[src/rtl/v4alu_pkg.sv]
// ----------------------------------------------------------------------------
// v4alu_pkg: shared types and constants of the four-component vector unit
// Item layouts, opcodes, word widths, pipeline stage numbers and saturation.
// ----------------------------------------------------------------------------
package v4alu_pkg;

    localparam int QW         = 32;
    localparam int FRAC_BITS  = 16;
    localparam int PROD_BITS  = 2 * QW;
    localparam int DIFF_BITS  = PROD_BITS + 1;
    localparam int SUM_BITS   = PROD_BITS + 3;
    localparam int SAT_BITS   = PROD_BITS + 4;
    localparam int ROOT_BITS  = QW;
    localparam int DIV_STEPS  = FRAC_BITS + 1;
    localparam int NUM_BITS   = QW + FRAC_BITS;
    localparam int DEN_BITS   = ROOT_BITS + 1 + FRAC_BITS;

    // stage numbers, counted in registers after acceptance
    localparam int ST_LANE = 4;
    localparam int ST_DOT  = 5;
    localparam int ST_ROOT = ST_LANE + ROOT_BITS;
    localparam int ST_LAST = ST_ROOT + DIV_STEPS;

    localparam logic signed [SAT_BITS-1:0] QMAX = SAT_BITS'((65'sd1 <<< (QW - 1)) - 65'sd1);
    localparam logic signed [SAT_BITS-1:0] QMIN = -QMAX - SAT_BITS'(1);

    typedef enum logic [2:0] {
        CMD_SCALE = 3'd0,
        CMD_ADD   = 3'd1,
        CMD_SUB   = 3'd2,
        CMD_MAG   = 3'd3,
        CMD_NORM  = 3'd4,
        CMD_DOT   = 3'd5,
        CMD_CROSS = 3'd6
    } cmd_t;

    typedef struct packed {
        logic [2:0]            cmd;
        logic signed [QW-1:0]  a_x;
        logic signed [QW-1:0]  a_y;
        logic signed [QW-1:0]  a_z;
        logic signed [QW-1:0]  a_w;
        logic signed [QW-1:0]  b_x;
        logic signed [QW-1:0]  b_y;
        logic signed [QW-1:0]  b_z;
        logic signed [QW-1:0]  b_w;
        logic signed [QW-1:0]  scalar_in;
    } op_t;

    typedef struct packed {
        logic signed [QW-1:0]  r_x;
        logic signed [QW-1:0]  r_y;
        logic signed [QW-1:0]  r_z;
        logic signed [QW-1:0]  r_w;
        logic signed [QW-1:0]  r_scalar;
        logic                  overflow_flag;
        logic                  divide_flag;
    } res_t;

    typedef struct packed {
        logic signed [QW-1:0]  val;
        logic                  ovf;
    } sat_t;

    function automatic sat_t sat_q(input logic signed [SAT_BITS-1:0] v);
        sat_t r;
        if (v > QMAX)
        begin
            r.val = QW'(QMAX);
            r.ovf = 1'b1;
        end
        else if (v < QMIN)
        begin
            r.val = QW'(QMIN);
            r.ovf = 1'b1;
        end
        else
        begin
            r.val = QW'(v);
            r.ovf = 1'b0;
        end
        return r;
    endfunction

endpackage

[src/rtl/v4alu_sqrt.sv]
// ----------------------------------------------------------------------------
// v4alu_sqrt: pipelined integer square root
// One root bit per stage, restoring digit-by-digit method.
// ----------------------------------------------------------------------------
module v4alu_sqrt
(
    input  logic                                  clk,
    input  logic                                  en,
    input  logic [2*v4alu_pkg::ROOT_BITS:0]       op,
    output logic [v4alu_pkg::ROOT_BITS:0]         root
);

    localparam int RB = v4alu_pkg::ROOT_BITS;

    logic [RB+1:0]   rem_reg  [RB];
    logic [RB-1:0]   root_reg [RB];
    logic [2*RB-1:0] op_reg   [RB];
    logic            big_reg  [RB];

    for (genvar j = 0; j < RB; j++)
    begin : g_stage
        localparam int K = RB - 1 - j;
        logic [RB+1:0]   rem_in, rem_next;
        logic [RB-1:0]   root_in, root_next;
        logic [2*RB-1:0] op_in;
        logic            big_in;
        logic [RB+3:0]   rem_sh, trial;

        if (j == 0)
        begin : g_head
            assign rem_in  = '0;
            assign root_in = '0;
            assign op_in   = op[2*RB-1:0];
            assign big_in  = op[2*RB];
        end
        else
        begin : g_body
            assign rem_in  = rem_reg[j-1];
            assign root_in = root_reg[j-1];
            assign op_in   = op_reg[j-1];
            assign big_in  = big_reg[j-1];
        end

        always_comb
        begin
            rem_sh = {rem_in, op_in[2*K +: 2]};
            trial  = (RB+4)'({root_in, 2'b01});
            if (rem_sh >= trial)
            begin
                rem_next  = (RB+2)'(rem_sh - trial);
                root_next = {root_in[RB-2:0], 1'b1};
            end
            else
            begin
                rem_next  = (RB+2)'(rem_sh);
                root_next = {root_in[RB-2:0], 1'b0};
            end
        end

        always_ff @(posedge clk)
        begin
            if (en)
            begin
                rem_reg[j]  <= rem_next;
                root_reg[j] <= root_next;
                op_reg[j]   <= op_in;
                big_reg[j]  <= big_in;
            end
        end
    end

    // a sum of squares that reaches 2^64 has root 2^32
    assign root = big_reg[RB-1] ? {1'b1, {RB{1'b0}}} : {1'b0, root_reg[RB-1]};

endmodule

[config.mk]
export PLATFORM = sky130hd
export DESIGN_NAME = v4alu_sqrt
export DESIGN_NICKNAME = d
export VERILOG_FILES = /design/src/rtl/v4alu_pkg.sv /design/src/rtl/v4alu_sqrt.sv
export SDC_FILE = /design/constraint.sdc
export NUM_CORES = 2
export LEC_CHECK = 0
export BUFFER_PORTS_ARGS = -buffer_cell sky130_fd_sc_hd__buf_4
export CAP_MARGIN = 20
export CORE_MARGIN = 4
export CORE_UTILIZATION = 25
export CTS_CLUSTER_SIZE = 16
export DETAILED_ROUTE_END_ITERATION = 8
export HOLD_SLACK_MARGIN = 0.12
export SETUP_SLACK_MARGIN = 0.2
export SYNTH_ARGS = -nofsm -noshare
export SYNTH_HDL_FRONTEND = slang
export SYNTH_MEMORY_MAX_BITS = 65536
export SYNTH_SLANG_ARGS = --single-unit
[constraint.sdc]
create_clock -name clk -period 5.87 [get_ports clk]
set_input_delay 1.174 -clock clk [delete_from_list [all_inputs] [get_ports clk]]
set_output_delay 1.174 -clock clk [all_outputs]
set_load 0.01 [all_outputs]
# [Word-level counts from Yosys, hierarchy flattened]
# Memory sizes are Yosys's and may differ from the RTL's.
# Index checks and enable logic that the tools add are counted.
# W data, S select, Z words.
[classes] add_sub_neg=32 muxes=67 order_cmp=32
[op_table] cell="$ge A36 B34 Y1" count=31
[op_table] cell="$mux W34" count=32
[op_table] cell="$sub A34 B34 Y34" count=31
[op_table] cell="$mux W1" count=34
[op_table] cell="$mux W33" count=1
[op_table] cell="$sub A2 B1 Y3 const B" count=1
[op_table] cell="$ge A2 B1 Y1 const B" count=1
[totals] reg_bits=0 memories=4 ramBits=4192 word_cells=135 output_inout_bits=33
[mem_list] name="op_reg" words=32 word_bits=64 read_ports=31 rd_clocked_by_memory_dff=0 wr=32 line="v4alu_sqrt.sv:17" rtl="logic [2*RB-1:0] op_reg [RB];"
[mem_list] name="rem_reg" words=32 word_bits=34 read_ports=31 rd_clocked_by_memory_dff=0 wr=32 line="v4alu_sqrt.sv:15" rtl="logic [RB+1:0] rem_reg [RB];"
[mem_list] name="root_reg" words=32 word_bits=32 read_ports=32 rd_clocked_by_memory_dff=0 wr=32 line="v4alu_sqrt.sv:16" rtl="logic [RB-1:0] root_reg [RB];"
[mem_list] name="big_reg" words=32 word_bits=1 read_ports=32 rd_clocked_by_memory_dff=0 wr=32 line="v4alu_sqrt.sv:18" rtl="logic big_reg [RB];"

# [Logic depth before layout (Yosys ltp)]
# An unclocked memory read counts as a cell.
[depth] ltp_word=3 depth_mapped=15 ltp_nobuf=14

# [Least setup slack after synthesis]
# Ideal clock, no wire load.
[synth_timing] kind="register -> register" startpoint="memory rem_reg[1][447] in the netlist's numbering" endpoint="memory rem_reg[1][480] in the netlist's numbering, data pin" slack_ns=2.430 stages_incl_launch_ff=12 arrival_ns=3.180 setup_ns=0.260 path_buffers=1 period_less_slack_ns=3.440 cell_sequence="edfxtp_1 ha_1 a21oi_1 nor3b_1 a2111oi_0 o31ai_1 a31oi_1 o31ai_1 a221o_1 nor2_1 buf_2 mux2_2"
[synth_rtl] item="from (decl)" line="v4alu_sqrt.sv:15"

==> out/metrics.yaml <==
status: "finished, final reports clean"
area_growth_pct: 15.35
r2r-start: "rem_reg[1][447]"
drtIter0Drc: 3831
drtPass1Iterations: 9
final_hold_viol_count: 0
syn_area_sq_mm: 0.1183
fin_nets: 9993
place_area_sq_mm: 0.1271
synthSimpleGateAreaFrac_pct: 9.835
holdPathStages: 0
drv_cap: 0
final_common_cell: "edfxtp_1"
path_cells: "ha_1 -> a21oi_1 -> nor3b_1 -> a2111oi_0 -> o31ai_1 -> a31oi_1 -> buf_4 -> o31ai_1 -> buf_4 -> a221o_1 -> nor2_4 -> mux2_2"
timing.hold.ws_ns: 0.3460
via_per_inst: 4.315
yosysTopAreaCell: "edfxtp_1"
relSlewSlack_pct: 27.31
drcViolationCount: 0
grt_max_degree: 168
reg2regPathDepth: 12
synth_top_family_by_area: "simple AND/OR/NAND/NOR gates"
yosys_warnings: 0
die_w_um: 696.0
clockRootBuffer: "clkbuf_16"
fin_ws_ns: 1.783
synthArstFlopShare_pct: 0
start_kind: "register"
crit_start: "rem_reg[1][447]"
synth_cells: 9062
fin_crit_sh_pct: 69.63
rrSetupSlack_ns: 1.78
fin_area_sq_mm: 0.1365
fin_util_pct: 28.96
critPathMaxStageDelay_ns: 0.63
arrival_ns: 4.73
grt_first_pass_wirelength_mm: 357.6
drt-wirelength-per-cell_um: 14.10
seq_area_frac_synth_pct: 64.83
hold_buffers: 0
p_per_area_mw_per_mm2: 382.3
first_global_vias: 68678
tritoncts: "yes"
power_mw: 52.19
synth_xor_area_share_pct: 6.187
core_area_sq_mm: 0.4714
cts_resized: 0
rsz0062_at_grt: "false"
maxSlewViolCount: 0
p_leak_nw: 50.77
cp_slowest_cell: "nor2_4"
crit_family: "compound AO/OA/AOI/OAI gates"
worst-slew-pin-transition_ns: 1.082
place.gp.congestion: 0.8734
setup_tns_ns: 0
largest_register_ffs: 1003
synth_edf_count: 2555
finalClockSkew_ns: 0.09254
crit_type: "register to register"
synth-compound-area-share_pct: 9.358
cp_data_required_time_ns: 6.51
numPortBuffers: 99
post_synth.cell_area_avg_sq_um: 13.06
regToRegEndpoint: "rem_reg[1][497]"
critPathCaptureType: "register"
post-cts-setup-buffer-count: 0
synthMuxAreaShare_pct: 0.9928
grt_use_total_pct: 8.934
antenna_found_initial: 1
path_clk_slew_ns: 0.06
yosysTopAreaCellShare_pct: 64.83
h-tree-depth: 5
fill_cells: 47402
numCtsBuffers: 293
finalWirelength_mm: 222.9
synthTopCellsByArea: "edfxtp_1, ha_1, xnor2_1"
dp_cells: 15291
yosys.area_share.adder_pct: 5.942
ir_drop_v: 0.0002570
synth_seq_cells: 2555
vias: 68240
start_util_pct: 25.11
hold_path_class: "register to register"
finalSetupViolations: 0
period_needed_ns: 4.087
hpwl_mm: 157.3
max_freq_ghz: 0.2447
critPathCapture: "rem_reg[1][497]"
post-place-ws_ns: 1.783
critical_path_buf_inv_count: 2
row_count: 252
clockBufferDepth: 4
cp.depth: 12
ant_nets: 0
cp_max_fo: 38
synth_cell_type_count: 94
final_cell_mix: "edfxtp_1, inv_1, nand2_1"
synthFlopType: "edfxtp_1"
cts.sinks: 2555
syn_nets: 9691
die_h_um: 696.0
layout-drive-gt1-share_pct: 8.092
final_cells: 15816
io_pins: 100
clk_latency_ns: 0.93
die_area_sq_mm: 0.4844
grt_overflow: 0
-- worst min path at each step --
stage,from,to,slack [ns]
2_1_floorplan,big_reg[0][9],big_reg[0][10],0.40
3_3_place_gp,big_reg[1][8],big_reg[1][9],0.40
3_5_place_dp,big_reg[0][12],big_reg[0][13],0.40
4_1_cts,op[56],op_reg[0][56],0.28
5_1_grt,op[56],op_reg[0][56],0.31
6_report,op_reg[0][304],op_reg[0][368],0.35
-- per-layer routing --
layer / vias up / share of wire [%] / GRT usage [%]
met2: 1114 / 51 / 16.54
li1: 34104 / - / -
met5: - / 0 / 0
met3: 503 / 3.7 / 1.497
met1: 32519 / 40 / 9.851
met4: 0 / 4.9 / 4.270
-- cell type report --
cell class                 instances  area (sq um)  area share, %
tap                             6223          7786          5.704
inverter                         713          2676          1.961
clock inverter                   160          1737          1.272
antenna                            3         7.507       0.005500
multi-input combinational       5618         38320          28.08
clock buffer                     361          7694          5.636
sequential                      2555         76720          56.21
timing repair buffer             183          1554          1.138
-- logic make-up (layout without fill, tap and decap cells) --
kind of cell / count (synthesis) / after routing
multiplexers: 106 / 106
other: 1 / 4
adder cells (fa/ha/maj): 562 / 562
AO/OA/AOI/OAI: 1775 / 1775
XOR/XNOR: 836 / 836
buffers and inverters: 889 / 1417
AND/OR/NAND/NOR: 2338 / 2338
flip-flops: 2555 / 2555
-- cell usage after synthesis (131+ instances only) --
| cell | number |
|---|---|
| clkbuf_1 | 142 |
| a21oi_1 | 570 |
| nor4_1 | 131 |
| xor2_1 | 406 |
| o21ai_0 | 416 |
| nand3_1 | 132 |
| nand2_1 | 584 |
| ha_1 | 562 |
| a21o_1 | 252 |
| nand2b_1 | 133 |
| xnor2_1 | 430 |
| edfxtp_1 | 2555 |
| inv_1 | 709 |
| nor2_1 | 575 |
| nor3_1 | 218 |
-- power breakdown --
group	internal [mW]	total [mW]	switching, mW	leakage, nW
combinational	4.34	9.99	5.65	21.6
sequential	23.0	24.4	1.34	24.6
clock	10.4	17.8	7.38	4.56
Note: power is estimated with default switching activity, not from simulation.
