File: src/rtl/v4alu_pkg.sv
// ----------------------------------------------------------------------------
// v4alu_pkg: shared types and constants of the four-component vector unit
// Item layouts, opcodes, word widths, pipeline stage numbers and saturation.
// ----------------------------------------------------------------------------
package v4alu_pkg;

    localparam int QW         = 32;
    localparam int FRAC_BITS  = 16;
    localparam int PROD_BITS  = 2 * QW;
    localparam int DIFF_BITS  = PROD_BITS + 1;
    localparam int SUM_BITS   = PROD_BITS + 3;
    localparam int SAT_BITS   = PROD_BITS + 4;
    localparam int ROOT_BITS  = QW;
    localparam int DIV_STEPS  = FRAC_BITS + 1;
    localparam int NUM_BITS   = QW + FRAC_BITS;
    localparam int DEN_BITS   = ROOT_BITS + 1 + FRAC_BITS;

    // stage numbers, counted in registers after acceptance
    localparam int ST_LANE = 4;
    localparam int ST_DOT  = 5;
    localparam int ST_ROOT = ST_LANE + ROOT_BITS;
    localparam int ST_LAST = ST_ROOT + DIV_STEPS;

    localparam logic signed [SAT_BITS-1:0] QMAX = SAT_BITS'((65'sd1 <<< (QW - 1)) - 65'sd1);
    localparam logic signed [SAT_BITS-1:0] QMIN = -QMAX - SAT_BITS'(1);

    typedef enum logic [2:0] {
        CMD_SCALE = 3'd0,
        CMD_ADD   = 3'd1,
        CMD_SUB   = 3'd2,
        CMD_MAG   = 3'd3,
        CMD_NORM  = 3'd4,
        CMD_DOT   = 3'd5,
        CMD_CROSS = 3'd6
    } cmd_t;

    typedef struct packed {
        logic [2:0]            cmd;
        logic signed [QW-1:0]  a_x;
        logic signed [QW-1:0]  a_y;
        logic signed [QW-1:0]  a_z;
        logic signed [QW-1:0]  a_w;
        logic signed [QW-1:0]  b_x;
        logic signed [QW-1:0]  b_y;
        logic signed [QW-1:0]  b_z;
        logic signed [QW-1:0]  b_w;
        logic signed [QW-1:0]  scalar_in;
    } op_t;

    typedef struct packed {
        logic signed [QW-1:0]  r_x;
        logic signed [QW-1:0]  r_y;
        logic signed [QW-1:0]  r_z;
        logic signed [QW-1:0]  r_w;
        logic signed [QW-1:0]  r_scalar;
        logic                  overflow_flag;
        logic                  divide_flag;
    } res_t;

    typedef struct packed {
        logic signed [QW-1:0]  val;
        logic                  ovf;
    } sat_t;

    function automatic sat_t sat_q(input logic signed [SAT_BITS-1:0] v);
        sat_t r;
        if (v > QMAX)
        begin
            r.val = QW'(QMAX);
            r.ovf = 1'b1;
        end
        else if (v < QMIN)
        begin
            r.val = QW'(QMIN);
            r.ovf = 1'b1;
        end
        else
        begin
            r.val = QW'(v);
            r.ovf = 1'b0;
        end
        return r;
    endfunction

endpackage

File: src/rtl/v4alu_div.sv
// ----------------------------------------------------------------------------
// v4alu_div: pipelined fractional divider
// Quotient of (num << FRAC_BITS) / den, one quotient bit per stage.
// ----------------------------------------------------------------------------
module v4alu_div
(
    input  logic                                  clk,
    input  logic                                  en,
    input  logic [v4alu_pkg::QW-1:0]              num,
    input  logic [v4alu_pkg::ROOT_BITS:0]         den,
    output logic [v4alu_pkg::DIV_STEPS-1:0]       quo
);

    localparam int NS = v4alu_pkg::DIV_STEPS;
    localparam int NB = v4alu_pkg::NUM_BITS;
    localparam int DB = v4alu_pkg::DEN_BITS;
    localparam int RB = v4alu_pkg::ROOT_BITS;

    logic [NB-1:0] rem_reg [NS];
    logic [NS-1:0] q_reg   [NS];
    logic [RB:0]   m_reg   [NS];

    for (genvar j = 0; j < NS; j++)
    begin : g_stage
        localparam int K = NS - 1 - j;
        logic [NB-1:0] rem_in, rem_next;
        logic [NS-1:0] q_in, q_next;
        logic [RB:0]   m_in;
        logic [DB-1:0] rem_ext, tsub;

        if (j == 0)
        begin : g_head
            assign rem_in = {num, {v4alu_pkg::FRAC_BITS{1'b0}}};
            assign q_in   = '0;
            assign m_in   = den;
        end
        else
        begin : g_body
            assign rem_in = rem_reg[j-1];
            assign q_in   = q_reg[j-1];
            assign m_in   = m_reg[j-1];
        end

        always_comb
        begin
            rem_ext = DB'(rem_in);
            tsub    = DB'(m_in) << K;
            q_next  = q_in;
            if (rem_ext >= tsub)
            begin
                rem_next  = NB'(rem_ext - tsub);
                q_next[K] = 1'b1;
            end
            else
            begin
                rem_next = rem_in;
            end
        end

        always_ff @(posedge clk)
        begin
            if (en)
            begin
                rem_reg[j] <= rem_next;
                q_reg[j]   <= q_next;
                m_reg[j]   <= m_in;
            end
        end
    end

    assign quo = q_reg[NS-1];

endmodule

File: config.mk
export PLATFORM = sky130hd
export DESIGN_NAME = v4alu_div
export DESIGN_NICKNAME = d
export VERILOG_FILES = /design/src/rtl/v4alu_pkg.sv /design/src/rtl/v4alu_div.sv
export SDC_FILE = /design/constraint.sdc
export NUM_CORES = 2
export LEC_CHECK = 0
export BUFFER_PORTS_ARGS = -buffer_cell sky130_fd_sc_hd__buf_2
export CAP_MARGIN = 20
export CORE_ASPECT_RATIO = 1.5
export CORE_MARGIN = 8
export CORE_UTILIZATION = 55
export CTS_CLUSTER_DIAMETER = 40
export CTS_CLUSTER_SIZE = 12
export DETAILED_ROUTE_END_ITERATION = 6
export PLACE_DENSITY_LB_ADDON = 0.05
export SKIP_CTS_REPAIR_TIMING = 1
export SYNTH_ARGS = -nofsm -noshare
export SYNTH_HDL_FRONTEND = slang
export SYNTH_SLANG_ARGS = --single-unit
File: constraint.sdc
create_clock -name clk -period 5 [get_ports clk]
set_input_delay 0.25 -clock clk [delete_from_list [all_inputs] [get_ports clk]]
set_output_delay 0.25 -clock clk [all_outputs]
set_load 0.02 [all_outputs]
Yosys cells after proc, flatten, opt, wreduce, memory -nomap -nowiden

Memories as Yosys holds them, arrays and structs flattened.
Index checks and enable logic that the tools add are counted.

Register bits after elaboration: 0
RAM bits: 1666
Input bits: 67
Output and inout bits: 17
Logic and storage cells: 73
Memories kept: 3

$add $sub $neg: 17
Order comparisons: 17
Mux-type cells: 36

Memories:

| memory  | words | width | read ports | clocked after memory_dff | wr ports | line            | source |
|---|---|---|---|---|---|---|---|
| rem_reg | 17    | 48    | 16         | 0                        | 17       | v4alu_div.sv:19 | `logic [NB-1:0] rem_reg [NS];` |
| m_reg   | 17    | 33    | 16         | 0                        | 17       | v4alu_div.sv:21 | `logic [RB:0] m_reg [NS];` |
| q_reg   | 17    | 17    | 17         | 0                        | 17       | v4alu_div.sv:20 | `logic [NS-1:0] q_reg [NS];` |

Operators by type and width:

| cell                                         | number |
|---|---|
| two-way mux 48 bit                           | 17 |
| subtractor 48 bit                            | 2 |
| greater-or-equal comparator 48 x 49 -> 1 bit | 1 |
| greater-or-equal comparator 48 x 33 -> 1 bit | 1 |
| greater-or-equal comparator 48 x 34 -> 1 bit | 1 |
| greater-or-equal comparator 48 x 35 -> 1 bit | 1 |
| greater-or-equal comparator 48 x 36 -> 1 bit | 1 |
| greater-or-equal comparator 48 x 37 -> 1 bit | 1 |
| greater-or-equal comparator 48 x 38 -> 1 bit | 1 |
| greater-or-equal comparator 48 x 39 -> 1 bit | 1 |
| greater-or-equal comparator 48 x 40 -> 1 bit | 1 |
| greater-or-equal comparator 48 x 41 -> 1 bit | 1 |
| greater-or-equal comparator 48 x 42 -> 1 bit | 1 |
| greater-or-equal comparator 48 x 43 -> 1 bit | 1 |
| greater-or-equal comparator 48 x 44 -> 1 bit | 1 |
| greater-or-equal comparator 48 x 45 -> 1 bit | 1 |
| greater-or-equal comparator 48 x 46 -> 1 bit | 1 |
| greater-or-equal comparator 48 x 47 -> 1 bit | 1 |
| greater-or-equal comparator 48 bit           | 1 |
| subtractor 48 x 33 -> 48 bit                 | 1 |
| subtractor 48 x 34 -> 48 bit                 | 1 |
| subtractor 48 x 35 -> 48 bit                 | 1 |
| subtractor 48 x 36 -> 48 bit                 | 1 |
| subtractor 48 x 37 -> 48 bit                 | 1 |
| 11 further kinds                             | 29 |

Depth between registers and ports, before layout

An unclocked memory read counts as a cell.

Depth after elaboration: 3
Depth in mapped cells: 15
Depth with buffers taken out: 13

Worst setup path after synthesis

No wires, ideal clock.

Path kind: register to register
Start: memory rem_reg[0][588] in the netlist's numbering
End: memory rem_reg[0][631] in the netlist's numbering (data pin)
Setup time: 0.260 ns
Arrival: 3.108 ns
Data required time: 4.740 ns
Slack: 1.631 ns
Stages on the path, launching flop included: 13
Path buffers: 2
Clock period less this slack: 3.369 ns
Cells stage by stage: edfxtp_1 -> ha_1 -> a21o_1 -> a221oi_4 -> nand2_1 -> o21ai_2 -> o31ai_1 -> a211o_1 -> a221o_1 -> a31o_1 -> buf_6 -> buf_6 -> mux2_4

RTL lines:

| element            | line |
|---|---|
| start: declaration | v4alu_div.sv:19 |

==> impl_metrics.yaml <==
layout:
  final_cell_mix: "1313 x edfxtp_1, 699 x a21oi_1, 694 x inv_1, 559 x ha_1, 527 x nand2_1"
  nNetsFinal: 8183
  layout_commonest_cell: "edfxtp_1"
  area_growth_pct: 11.7
  largest_reg_flops: 632
  drive_above_1_share: 0.0825
critical_path:
  critPathSlowestCell: "or4_1"
  cp.required_ps: 5540
  worst_setup_path_end_kind: "flop"
  max_stage_delay_ps: 770
  startpoint_type: "flop"
  path_common_cell: "or4_1"
  worstRegToRegCells: 9
  worstPathArrival_ps: 4950
  r2r_slack_ps: 580
  crit_chain: "ha_1, nand3_1, or2_1, or4_1, or4_1, a21oi_1, a311o_2, buf_12, mux2_2"
  rr_startpoint: "rem_reg[0][175]"
  reg2reg_to: "rem_reg[0][208]"
  cp_max_fo: 34
  worstSetupPathType: "reg -> reg"
sta:
  setup_tns_ps: 0
  clock.fmax_mhz: 226
  rsz0062_at_grt: "no"
  maxSlewViolCount: 0
  final.setup_skew_ps: 20.9
  finalWorstSetupSlack_ps: 583
  maxSlewHeadroom: 0.376
  hold_viol: 0
  setup_violations: 0
  worstMarginPinSlew_ps: 929
  holdWs_ps: 181
  fin_crit_sh: 0.883
  finalCriticalPeriod_ps: 4420
placement:
  post-dp-hpwl_um: 153000
  dp_slack_ps: 582
  io_buffers: 83
  gp_congestion: 0.971
power_and_ir_drop:
  swShare: 0.374
  power_frac_clock: 0.225
  leakage_uw: 0.0355
  p_int_uw: 32800
  power.density_nw_per_um2: 602
  switchingPower_uw: 19600
  pwr-share-comb: 0.437
  seq_power_share: 0.338
  ir_worst_vdd_mv: 0.409
  power_uw: 52400
grt:
  grt_pass1_wl_um: 298000
  grt_pass1_vias: 59400
  grt_max_degree: 117
  antenna_found_initial: 3
  track_usage: 0.247
  overflow: 0
hold_path:
  min_path_type: "in -> reg"
  hold_path_depth: 2
  min-delay-start: "den[13]"
  hold_path_end: "m_reg[0][13]"
clocking:
  cts_max_level: 4
  cts-root-buf: "clkbuf_16"
  numCtsBuffers: 166
  insertion_delay_ps: 800
  cts.sinks: 1313
  cts_tree: "yes"
  path_clk_slew_ps: 60
  cts.path.max_buffers: 3
floorplan:
  num_rows: 169
  chipWidth_um: 323
  core-area_um2: 141000
  initial_core_util: 0.552
  ioPinCount: 84
  die_h_um: 477
  die-area_um2: 154000
synth:
  synthFlopType: "edfxtp_1"
  synth_nets: 7984
  synth_top_area_frac: 0.506
  yosysWarnings: 0
  synth_cell_types: 98
  syn_inst: 7342
  synth-seq-cells: 1313
  synth_edf_count: 1313
  synth-async-reset-ratio: 0
  synth_top_cells_by_area: "edfxtp_1 51%, ha_1 9.0%, a21oi_1 4.5%"
  ys_seq_area_frac: 0.506
  avgSynthCellArea_um2: 10.6
  synth_area_um2: 77900
  yosysTopAreaCell: "edfxtp_1"
detailed_routing:
  routedWlPerCell_um: 20.3
  detail_route.iter0.violations: 2289
  ant_nets: 0
  top_layer: "met4"
  met1_length_um: 52500
  wl_met2_um: 115000
  vias_per_cell: 5.82
  wl_um: 194000
  dr_total_vias: 55500
  remaining_drc_errors: 0
  routed-wl-met3_um: 4310
  dr.pass1.iters: 7
flow_run:
  maxCapViolations: 0
outcome:
  status: "complete, no violations"
-- stage by stage --
stage                     instances  instance area, um^2  utilization
after floorplan                7342                77900            -
after global placement         9187                80900        0.573
after detailed placement       9188                80900        0.573
after CTS                      9477                86300        0.612
after global routing           9544                87000        0.617
final                          9544                87000        0.617
-- cells by family after synthesis --
logic type | share of synthesized area
mux | 0.0162
simple gates | 0.113
xor+xnor | 0.0616
compound gates | 0.164
flops | 0.506
fa+ha+maj | 0.0939
buf+inv | 0.0451
-- routing by layer --
layer / track usage / vias to the layer above
li1: - / 27200
met1: 0.168 / 26200
met2: 0.529 / 1235
met3: 0.0280 / 808
met4: 0.235 / 0
met5: 0 / -
-- power groups by stage --
stage	sequential, uW	combinational (uW)	clock, uW
after detailed placement	17900	22600	0
after global placement	17800	22300	0
after global routing	18000	25200	12400
after floorplan	17300	16800	0
final	17700	22900	11800
after CTS	17700	22800	12000
-- how the worst max path moves through the flow --
stage / start / to / slack, ps / cells past startpoint
3_3_place_gp: rem_reg[0][176] / rem_reg[0][205] / 540 / 9
2_1_floorplan: rem_reg[0][588] / rem_reg[0][631] / 1630 / 12
3_5_place_dp: rem_reg[0][175] / rem_reg[0][208] / 580 / 9
5_1_grt: m_reg[0][119] / rem_reg[0][219] / 430 / 10
4_1_cts: m_reg[0][119] / rem_reg[0][208] / 570 / 10
6_report: rem_reg[0][175] / rem_reg[0][208] / 580 / 9
-- worst max-delay path: cells and delay by family, from the launching register on --
kind | cells | cell delay (ps)
compound gates | 2 | 630
fa+ha+maj | 1 | 450
buf+inv | 1 | 260
flops | 1 | 380
mux | 1 | 360
simple gates | 4 | 2050
-- cells in the mapped netlist, drive strengths merged, types with 32 or more instances --
library cell	instances
nor2	501
ha	559
and2	38
xnor2	301
nand4	111
and3	50
nor4	38
edfxtp	1313
nor2b	84
nand2b	74
inv	694
or3	32
o21bai	72
buf	58
mux2	109
a211oi	52
a31oi	54
nand3	138
a21o	310
clkbuf	159
o21ai	472
xor2	247
o21a	87
a21oi	701
nor3	121
nand2	527
o31ai	42
-- cell type report --
| type | instances | area [um^2] |
|---|---|---|
| Fill cell | 11400 | 54100 |
| Clock inverter | 99 | 1070 |
| Inverter | 694 | 2610 |
| Timing Repair Buffer | 248 | 2110 |
| Multi-Input combinational cell | 5118 | 35000 |
| Clock buffer | 190 | 4350 |
| Antenna cell | 1 | 2.50 |
| Sequential cell | 1313 | 39400 |
| Tap cell | 1881 | 2350 |
No activity file was read; power rests on OpenSTA's default activity.
